### src/hw/rtl/bsds_pkg.sv
// ----------------------------------------------------------------------------
// bsds_pkg
// Shared constants and beat types for the bilinear dot splat pipeline.
// ----------------------------------------------------------------------------
package bsds_pkg;

	localparam int FRAC_W   = 4;   // fractional bits of a position
	localparam int FRAC_ONE = 16;  // one whole cell in position units
	localparam int CH_W     = 8;   // colour channel width
	localparam int WGT_W    = 9;   // bilinear weight, 0..256
	localparam int LED_W    = 6;   // pixel index width
	localparam int NCORNER  = 4;   // TL, TR, BL, BR

	typedef logic [CH_W-1:0] chan_t;

	typedef struct packed {
		chan_t red;
		chan_t green;
		chan_t blue;
	} rgb_t;

	// All four neighbor cells of one dot, bit k of mask marks a write
	typedef struct packed {
		logic [NCORNER-1:0]             mask;
		logic [NCORNER-1:0][LED_W-1:0]  idx;
		logic [NCORNER-1:0][WGT_W-1:0]  wgt;
		rgb_t                           rgb;
	} corner_set_t;

	// One pixel write before channel scaling
	typedef struct packed {
		logic [LED_W-1:0]  idx;
		logic [WGT_W-1:0]  wgt;
		logic              last;
		rgb_t              rgb;
	} pix_beat_t;

endpackage

### src/hw/rtl/bsds_serial.sv
// ----------------------------------------------------------------------------
// bsds_serial
// Holds a dot's corner set, sends live corners TL first, one beat per cycle
// if beat_ready is high; takes the next set in the cycle its last corner goes.
// ----------------------------------------------------------------------------
module bsds_serial
	import bsds_pkg::*;
(
	input  logic         clk,
	input  logic         arst_n,
	input  logic         set_valid,
	output logic         set_ready,
	input  corner_set_t  set_data,
	output logic         beat_valid,
	input  logic         beat_ready,
	output pix_beat_t    beat
);

	logic                valid_q;
	logic [NCORNER-1:0]  mask_q;
	corner_set_t         set_q;

	logic [NCORNER-1:0]  pick;
	logic [NCORNER-1:0]  rest;
	logic                last;
	logic                fire;

	// lowest pending corner wins
	always_comb begin
		pick = mask_q & NCORNER'(-mask_q);
		rest = mask_q & ~pick;
		last = (rest == '0);
	end

	assign beat_valid = valid_q;
	assign fire       = valid_q && beat_ready;
	assign set_ready  = !valid_q || (fire && last);

	// one-hot select of the chosen corner
	always_comb begin
		beat.idx  = '0;
		beat.wgt  = '0;
		beat.last = last;
		beat.rgb  = set_q.rgb;
		for (int k = 0; k < NCORNER; k++) begin
			if (pick[k]) begin
				beat.idx = beat.idx | set_q.idx[k];
				beat.wgt = beat.wgt | set_q.wgt[k];
			end
		end
	end

	// control
	always_ff @(posedge clk or negedge arst_n) begin
		if (!arst_n) begin
			valid_q <= 1'b0;
			mask_q  <= '0;
		end else if (set_valid && set_ready) begin
			valid_q <= 1'b1;
			mask_q  <= set_data.mask;
		end else if (fire) begin
			valid_q <= !last;
			mask_q  <= rest;
		end
	end

	// payload
	always_ff @(posedge clk) begin
		if (set_valid && set_ready) begin
			set_q <= set_data;
		end
	end

endmodule

### src/hw/rtl/bilinear_subpixel_dot_splat.sv
// ----------------------------------------------------------------------------
// bilinear_subpixel_dot_splat
// Clamps a Q4 dot position to the board, forms bilinear weights for the four
// neighbor cells and emits one scaled GRB pixel write per live cell.
// ----------------------------------------------------------------------------
// Path: a dot passes the stage 1, stage 2, serializer, stage 3 and stage 4
//   registers before its first write leaves; the rest follow one per cycle
//   while out_stall is low. A new dot can enter before the last one is out;
//   the corner serializer feeding the single write channel sets the pace.
// Reset: arst_n clears all valid bits; the pipeline starts empty.
// ----------------------------------------------------------------------------
module bilinear_subpixel_dot_splat
	import bsds_pkg::*;
#(
	parameter int BOARD_WIDTH  = 8,
	parameter int BOARD_HEIGHT = 8
)(
	input  logic               clk,
	input  logic               arst_n,
	input  logic               in_valid,
	output logic               in_stall,
	input  logic signed [15:0] pos_x_q4,
	input  logic signed [15:0] pos_y_q4,
	input  logic [CH_W-1:0]    red_in,
	input  logic [CH_W-1:0]    green_in,
	input  logic [CH_W-1:0]    blue_in,
	output logic               out_valid,
	input  logic               out_stall,
	output logic [LED_W-1:0]   led_index,
	output logic [CH_W-1:0]    green_out,
	output logic [CH_W-1:0]    red_out,
	output logic [CH_W-1:0]    blue_out,
	output logic               last_write
);

	localparam int CXW   = $clog2(BOARD_WIDTH);
	localparam int CYW   = $clog2(BOARD_HEIGHT);
	localparam int PXW   = CXW + FRAC_W;
	localparam int PYW   = CYW + FRAC_W;
	localparam int MAX_X = (BOARD_WIDTH - 1) * FRAC_ONE;
	localparam int MAX_Y = (BOARD_HEIGHT - 1) * FRAC_ONE;
	localparam int IXW   = CXW + CYW + 2;
	localparam int PRW   = CH_W + WGT_W;

	// stage 1: clamped position
	logic            v_s1;
	logic [PXW-1:0]  px_s1;
	logic [PYW-1:0]  py_s1;
	rgb_t            rgb_s1;

	// stage 2: corner set
	logic            v_s2;
	corner_set_t     set_s2;

	// stage 3: one serialized write
	logic            v_s3;
	pix_beat_t       beat_s3;

	// stage 4: output register
	logic            v_s4;
	logic [LED_W-1:0] idx_s4;
	chan_t           red_s4;
	chan_t           green_s4;
	chan_t           blue_s4;
	logic            last_s4;

	logic            rdy_s1;
	logic            rdy_s2;
	logic            rdy_s3;
	logic            rdy_s4;
	logic            ser_ready;
	logic            ser_valid;
	pix_beat_t       ser_beat;

	logic [PXW-1:0]  px_c;
	logic [PYW-1:0]  py_c;
	corner_set_t     set_c;
	chan_t           red_c;
	chan_t           green_c;
	chan_t           blue_c;

	// stall chain, back to front
	assign rdy_s4   = !v_s4 || !out_stall;
	assign rdy_s3   = !v_s3 || rdy_s4;
	assign rdy_s2   = !v_s2 || ser_ready;
	assign rdy_s1   = !v_s1 || rdy_s2;
	assign in_stall = !rdy_s1;

	// saturate each axis to 0 .. (dim - 1) * 16
	always_comb begin
		if (pos_x_q4[15]) begin
			px_c = '0;
		end else if ($unsigned(pos_x_q4) > 16'(MAX_X)) begin
			px_c = PXW'(MAX_X);
		end else begin
			px_c = pos_x_q4[PXW-1:0];
		end
		if (pos_y_q4[15]) begin
			py_c = '0;
		end else if ($unsigned(pos_y_q4) > 16'(MAX_Y)) begin
			py_c = PYW'(MAX_Y);
		end else begin
			py_c = pos_y_q4[PYW-1:0];
		end
	end

	always_ff @(posedge clk or negedge arst_n) begin
		if (!arst_n) begin
			v_s1 <= 1'b0;
		end else if (rdy_s1) begin
			v_s1 <= in_valid;
		end
	end

	always_ff @(posedge clk) begin
		if (in_valid && rdy_s1) begin
			px_s1        <= px_c;
			py_s1        <= py_c;
			rgb_s1.red   <= red_in;
			rgb_s1.green <= green_in;
			rgb_s1.blue  <= blue_in;
		end
	end

	// weights, cell indexes and live mask for the four corners
	always_comb begin
		logic [CXW-1:0]    cx;
		logic [CYW-1:0]    cy;
		logic [FRAC_W-1:0] fx;
		logic [FRAC_W-1:0] fy;
		logic [FRAC_W:0]   wx [2];
		logic [FRAC_W:0]   wy [2];
		logic [CXW:0]      col;
		logic [CYW:0]      row;
		logic [IXW-1:0]    ix;
		logic [WGT_W-1:0]  w;

		cx    = px_s1[PXW-1:FRAC_W];
		cy    = py_s1[PYW-1:FRAC_W];
		fx    = px_s1[FRAC_W-1:0];
		fy    = py_s1[FRAC_W-1:0];
		wx[0] = (FRAC_W+1)'(FRAC_ONE) - {1'b0, fx};
		wx[1] = {1'b0, fx};
		wy[0] = (FRAC_W+1)'(FRAC_ONE) - {1'b0, fy};
		wy[1] = {1'b0, fy};
		set_c.rgb = rgb_s1;
		for (int k = 0; k < NCORNER; k++) begin
			col = {1'b0, cx} + (CXW+1)'(k % 2);
			row = {1'b0, cy} + (CYW+1)'(k / 2);
			w   = WGT_W'(wx[k % 2]) * WGT_W'(wy[k / 2]);
			ix  = IXW'(row) * IXW'(BOARD_WIDTH) + IXW'(col);
			set_c.idx[k]  = LED_W'(ix);
			set_c.wgt[k]  = w;
			set_c.mask[k] = (w != '0) && (col < (CXW+1)'(BOARD_WIDTH))
				&& (row < (CYW+1)'(BOARD_HEIGHT));
		end
	end

	always_ff @(posedge clk or negedge arst_n) begin
		if (!arst_n) begin
			v_s2 <= 1'b0;
		end else if (rdy_s2) begin
			v_s2 <= v_s1;
		end
	end

	always_ff @(posedge clk) begin
		if (v_s1 && rdy_s2) begin
			set_s2 <= set_c;
		end
	end

	// one corner per cycle onto the write channel while stage 3 takes it
	bsds_serial u_serial (
		.clk        (clk),
		.arst_n     (arst_n),
		.set_valid  (v_s2),
		.set_ready  (ser_ready),
		.set_data   (set_s2),
		.beat_valid (ser_valid),
		.beat_ready (rdy_s3),
		.beat       (ser_beat)
	);

	always_ff @(posedge clk or negedge arst_n) begin
		if (!arst_n) begin
			v_s3 <= 1'b0;
		end else if (rdy_s3) begin
			v_s3 <= ser_valid;
		end
	end

	always_ff @(posedge clk) begin
		if (ser_valid && rdy_s3) begin
			beat_s3 <= ser_beat;
		end
	end

	// channel * weight >> 8; a full weight of 256 passes the channel
	always_comb begin
		red_c   = CH_W'((PRW'(beat_s3.rgb.red)   * PRW'(beat_s3.wgt)) >> 8);
		green_c = CH_W'((PRW'(beat_s3.rgb.green) * PRW'(beat_s3.wgt)) >> 8);
		blue_c  = CH_W'((PRW'(beat_s3.rgb.blue)  * PRW'(beat_s3.wgt)) >> 8);
	end

	always_ff @(posedge clk or negedge arst_n) begin
		if (!arst_n) begin
			v_s4 <= 1'b0;
		end else if (rdy_s4) begin
			v_s4 <= v_s3;
		end
	end

	always_ff @(posedge clk) begin
		if (v_s3 && rdy_s4) begin
			idx_s4   <= beat_s3.idx;
			red_s4   <= red_c;
			green_s4 <= green_c;
			blue_s4  <= blue_c;
			last_s4  <= beat_s3.last;
		end
	end

	assign out_valid  = v_s4;
	assign led_index  = idx_s4;
	assign red_out    = red_s4;
	assign green_out  = green_s4;
	assign blue_out   = blue_s4;
	assign last_write = last_s4;

endmodule

### config.mk
export PLATFORM = sky130hd
export DESIGN_NAME = bilinear_subpixel_dot_splat
export DESIGN_NICKNAME = d
export VERILOG_FILES = /design/src/hw/rtl/bsds_pkg.sv /design/src/hw/rtl/bsds_serial.sv /design/src/hw/rtl/bilinear_subpixel_dot_splat.sv
export SDC_FILE = /design/constraint.sdc
export NUM_CORES = 1
export LEC_CHECK = 0
export BUFFER_PORTS_ARGS = -buffer_cell sky130_fd_sc_hd__buf_2
export CAP_MARGIN = 20
export CORE_ASPECT_RATIO = 2
export CORE_UTILIZATION = 35
export CTS_BUF_LIST = sky130_fd_sc_hd__clkbuf_8
export DETAILED_ROUTE_END_ITERATION = 8
export GPL_TIMING_DRIVEN = 0
export PLACE_DENSITY_LB_ADDON = 0.25
export REMOVE_ABC_BUFFERS = 1
export SYNTH_ARGS = -nofsm -noshare
export SYNTH_HDL_FRONTEND = slang
export SYNTH_SLANG_ARGS = --single-unit
### constraint.sdc
create_clock -name clk -period 5.3 [get_ports clk]
set_clock_uncertainty 0.05 [all_clocks]
set_input_delay 1.325 -clock clk [delete_from_list [all_inputs] [get_ports clk]]
set_output_delay 1.325 -clock clk [all_outputs]
set_load 0.02 [all_outputs]
Word level (Yosys, flattened, before mapping)
Index checks and enable logic that the tools add are counted.
W data, S select, Z words.
Storage, ports and cells
  ROM bits: 0
  bits in registers: 288
  RAM bits: 0
  input port bits: 60
  memories kept: 0
  bits in latches: 0
  output and inout port bits: 33
Operators by class
  $mul: 7
  shifts and indexed selects: 0
  multiplexer cells: 10
  reductions and logical operators: 35
  bitwise logic cells: 9
  magnitude comparators: 6
  div/mod/pow operators: 0
  eq/ne operators: 0
  add/sub/neg operators: 9
Operator list (number)
  $mux W15: 4
  $mul A8 B9 Y16: 3
  $gt A16 B7 Y1 const B: 2
  $reduce_bool A9 Y1: 3
  $or A6 B6 Y6: 3
  $or A9 B9 Y9: 2
  $logic_and A1 B1 Y1: 14
  $mux W7: 2
  $add A6 B3 Y6: 2
  $add A6 B4 Y6: 2
  $sub A5 B4 Y5 const A: 2
  $mul A4 B5 Y9: 1
  $mul A5 B4 Y9: 1
  $mul A5 B5 Y9: 1
  $or A9 B8 Y9: 1
  $add A3 B1 Y4 const B: 2
  $and A4 B4 Y4: 2
  $logic_not A1 Y1: 8
  $lt A3 B4 Y1 const B: 2
  $lt A4 B4 Y1 const B: 2
  $mul A4 B4 Y8: 1
  $mux W4: 2
  $reduce_bool A8 Y1: 1
  $logic_or A1 B1 Y1: 5
  6 further kinds: 8

Depth between registers and ports, before layout
  depth after elaboration: 10
  gate-level depth with buffers: 18

By module
From an unflattened synthesis, not the netlist that was laid out.
Second synthesis, totals
  cell total of the unflattened synthesis: 1449
  area, all modules: 18109.9 um^2
By module, submodules not included
  bilinear_subpixel_dot_splat: area each 14670.3 um^2, cells each 1241, instances 1
  bsds_serial: area each 3439.5 um^2, cells each 208, instances 1

Worst setup path after synthesis
Ideal clock, no wire load.
  path type: flip-flop to flip-flop
  start: register beat_s3[25] in the netlist's numbering
  end: register blue_s4[7], in the netlist blue_out[7], data pin
  clock period less this slack: 4.708 ns
  required time: 4.990 ns
  setup slack: 0.592 ns
  data arrival time: 4.398 ns
  cell stages (with the launch flop): 17
  cells stage by stage: edfxtp_1 > clkbuf_1 > clkbuf_1 > nand2_1 > fa_1 > inv_1 > fa_1 > fa_1 > inv_1 > fa_1 > inv_1 > ha_1 > a21o_1 > a221o_1 > a311o_1 > a21oi_1 > xnor2_1
Between the ends
  word-level cells in the longest chain between the ends: 1
RTL lines
  from (decl): line bilinear_subpixel_dot_splat.sv:57  | pix_beat_t beat_s3;
  from (signal assigned): line bilinear_subpixel_dot_splat.sv:195  | beat_s3 <= ser_beat;
  $mul A8 B9 Y16: line bilinear_subpixel_dot_splat.sv:203  | blue_c = CH_W'((PRW'(beat_s3.rgb.blue) * PRW'(beat_s3.wgt)) >> 8);
  named net blue_c[7]: line bilinear_subpixel_dot_splat.sv:80  | chan_t blue_c;
  to (signal assigned): line bilinear_subpixel_dot_splat.sv:219  | blue_s4 <= blue_c;
  to (decl): line bilinear_subpixel_dot_splat.sv:64  | chan_t blue_s4;
The timed path passes the listed nets, and every way through them passes these cells.
A chain may end at the register's enable or synchronous reset.

Worst setup path in the final report
  start: register beat_s3[30] in the netlist's numbering
  end: register blue_s4[7], in the netlist blue_out[7], data pin
The elaborated chain is that of the path after synthesis.

==> summary.txt <==
Setup path
  – Arrival @ worst endpoint: 5.41 ns
  – Critical Path Start Type: register
  – Crit path top cell by count: fa_1
  – Setup Crit Path Kind: reg -> reg
  – Flop2flop setup slack: 0.18 ns
  – CP max stage delay: 0.82 ns
  – R2R Path End: blue_out[7]
  – Max FO, Critical Path: 13
  – Worst reg2reg path depth: 13
  – FF-to-FF Start: beat_s3[30]
  – WP data required: 5.58 ns
  – CP cell instances: and2_1 > fa_1 > fa_1 > fa_1 > inv_1 > fa_1 > inv_1 > ha_1 > a21o_1 > a221o_1 > a311o_1 > a21oi_1 > xnor2_1
  – Worst setup path start: beat_s3[30]
  – Slowest cell on the critical path: edfxtp_1
  – Setup crit end kind: register

Die
  – DIE HEIGHT: 318.4 um
  – Ports: 93
  – Core area: 49350 um2
  – Row count: 115
  – Die area: 51010 um2
  – Initial core utilization: 0.3550
  – Chip Width: 160.2 um

Outcome
  – Status: complete, no violations

CTS
  – H-tree level count: 2
  – CTS tree: built
  – TritonCTS Sinks: 270
  – Clock Latency Late Sink: 0.60 ns
  – CTS Buf Count: 38
  – Clock slew at reported path FFs: 0.07 ns
  – Clock root buffer: clkbuf_8
  – Clk buf depth: 3

Yosys
  – Syn Area/Cell: 12.44 um2
  – Sequential area share after synthesis: 0.4602
  – Post-synthesis cell type count: 60
  – Ys async rst share: 0.03333
  – Main synth FF type: edfxtp_1
  – Syn Std Cell Area: 17520 um2
  – Post-synthesis cell count: 1409
  – Number of synthesized flops with an enable pin: 261
  – Synthesis Warnings: 0
  – Yosys reg bits: 270

Worst hold path
  – Min-delay src: u_serial.beat[13]
  – Hold Path Stages: 0
  – Hold Crit Class: reg -> reg
  – Hold EP: beat_s3[13]

Global routing
  – Grt ovf: 0
  – Antenna violations before repair: 1
  – Largest net degree at the start of global routing: 71
  – Total routing usage reported by global routing: 0.1515
  – First-pass GRT wire length: 58.82 mm
  – Vias in the first global route: 11410

STA
  – Achievable Freq: 0.1953 GHz
  – Final Hold Vio Count: 0
  – Final setup viols: 0
  – Final Max Slew Viols: 0
  – Worst-margin pin slew: 0.9272 ns
  – Tcrit/Tclk final: 0.9663
  – Minimum clock period: 5.121 ns
  – RSZ-0062 raised after global routing: no
  – Slew HR: 0.3796

Run
  – Max_cap viols: 0

Final layout
  – Area Overhead vs Synth: 12.20%
  – Fin area: 19660 um2
  – Most frequent cells in the layout: 261 x edfxtp_1, 229 x inv_1, 214 x and2_1
  – Final nets: 1890
  – Fraction of final layout cells sized beyond drive strength 1: 0.1159
  – Most common cell after layout, fill and taps aside: edfxtp_1
  – Final core utilization: 0.3984

Route
  – Routed Antenna Nets: 0
  – Final routed DRC violation total: 0
  – Wire per inst: 17.14 um
  – 1st-pass router iterations: 4
  – Vias: 10360
  – Final wirelength: 37.66 mm
  – Via density: 4.713
  – Starting DRT DRC Count: 340

Place
  – DP Area: 18820 um2
  – Placer Congestion: 0.8158
  – I/O Buffers: 92
  – HPWL after detailed placement: 28.22 mm
## how the worst max path moves through the flow
stage | slack (ns) | endpoint | cells past startpoint
4_1_cts | 0.03 | blue_out[7] | 14
6_report | 0.18 | blue_out[7] | 13
3_5_place_dp | -0.14 | set_s2[84] | 15
3_3_place_gp | -0.81 | led_index[4] | 2
2_1_floorplan | 0.61 | blue_out[7] | 13
5_1_grt | 0.01 | blue_out[7] | 13
## synth_stat cells (4+ instances only)
cell type  number  area, um2
o21a_1          7      52.55
nand3_1        12      60.06
and2_1        216       1351
inv_1         220      825.8
and3_1          4      25.02
a21boi_0        4      30.03
fa_1          144       2883
nand2b_1        7      43.79
ha_1          160       2002
dfrtp_1         9      225.2
o211ai_1        4      30.03
or4_1           9      67.56
o21ai_0        19      95.09
a22oi_1        11      82.58
nor2_1         43      161.4
nor2b_1         5      31.28
edfxtp_1      261       7838
nor4_1          4      25.02
o21bai_1        5      37.54
a221o_1        12      120.1
xor2_1         17      148.9
clkbuf_1       28      105.1
a21oi_1        24      120.1
nor3_1          7      35.03
xnor2_1        41      359.1
nand2_1        78      292.8
a21o_1          9      67.56
## sequential cells by signal (all words and copies together), names as in the netlist, 4 cells and up
name and cells:
set_s2 78, red_out 8, px_s1 7, beat_s3 40
u_serial.set_q 50, led_index 6, green_out 8, blue_out 8
rgb_s1 24, py_s1 7, u_serial.beat 24, u_serial.mask_q 4
## layout make-up
cell class                 count  area, um2
timing repair buffer         107      673.1
tap                          643      804.5
inverter                     221      832.0
clock buffer                  40      550.5
clock inverter                27      185.2
multi-input combinational    888       8549
sequential                   270       8063
antenna                        1      2.502
fill                        4750      29690
## worst max-delay path: cells and delay by family, from the launching register on
| kind | cells | cell delay (ns) |
|---|---|---|
| flops | 1 | 0.82 |
| simple gates | 1 | 0.27 |
| compound gates | 4 | 1.17 |
| fa+ha+maj | 5 | 2.36 |
| xor+xnor | 1 | 0.09 |
| buf+inv | 2 | 0.10 |
## cells by family after synthesis
family / share of synthesized area
AOI/OAI and AO/OA: 0.05020
adders and majority gates: 0.2793
muxes: 0.0008566
buffers and inverters: 0.05384
DFF: 0.4602
and+or+nand+nor: 0.1266
xor gates and xnor gates: 0.02899
## through the flow
stage	std cells	setup slack [ns]	TNS (ns)	hold slack, ns
2_1_floorplan	1379	0.6051	0	0.3503
3_3_place_gp	2114	-0.8104	-25.07	0.3504
3_5_place_dp	2120	-0.1392	-0.1392	0.3545
4_1_cts	2190	0.02996	0	0.3445
5_1_grt	2197	0.01375	0	0.3723
6_report	2197	0.1788	0	0.3521
## what timing repair did
item,CTS,global route
buffers inserted,3,5
setup endpoints to repair,2,8
resized for setup,1,2
hold buffers,0,0
gates cloned,0,0
## layer usage
metal / share of wire / GRT usage / vias up
met2: 0.61 / 0.3215 / 179
met4: 0.046 / 0.07810 / 0
met1: 0.31 / 0.1312 / 5162
li1: - / - / 4937
met3: 0.027 / 0.01902 / 77
met5: 0 / 0 / -
Power is not shown: default switching activity piles up to over one toggle a cycle in this logic, so the estimate is an artifact.
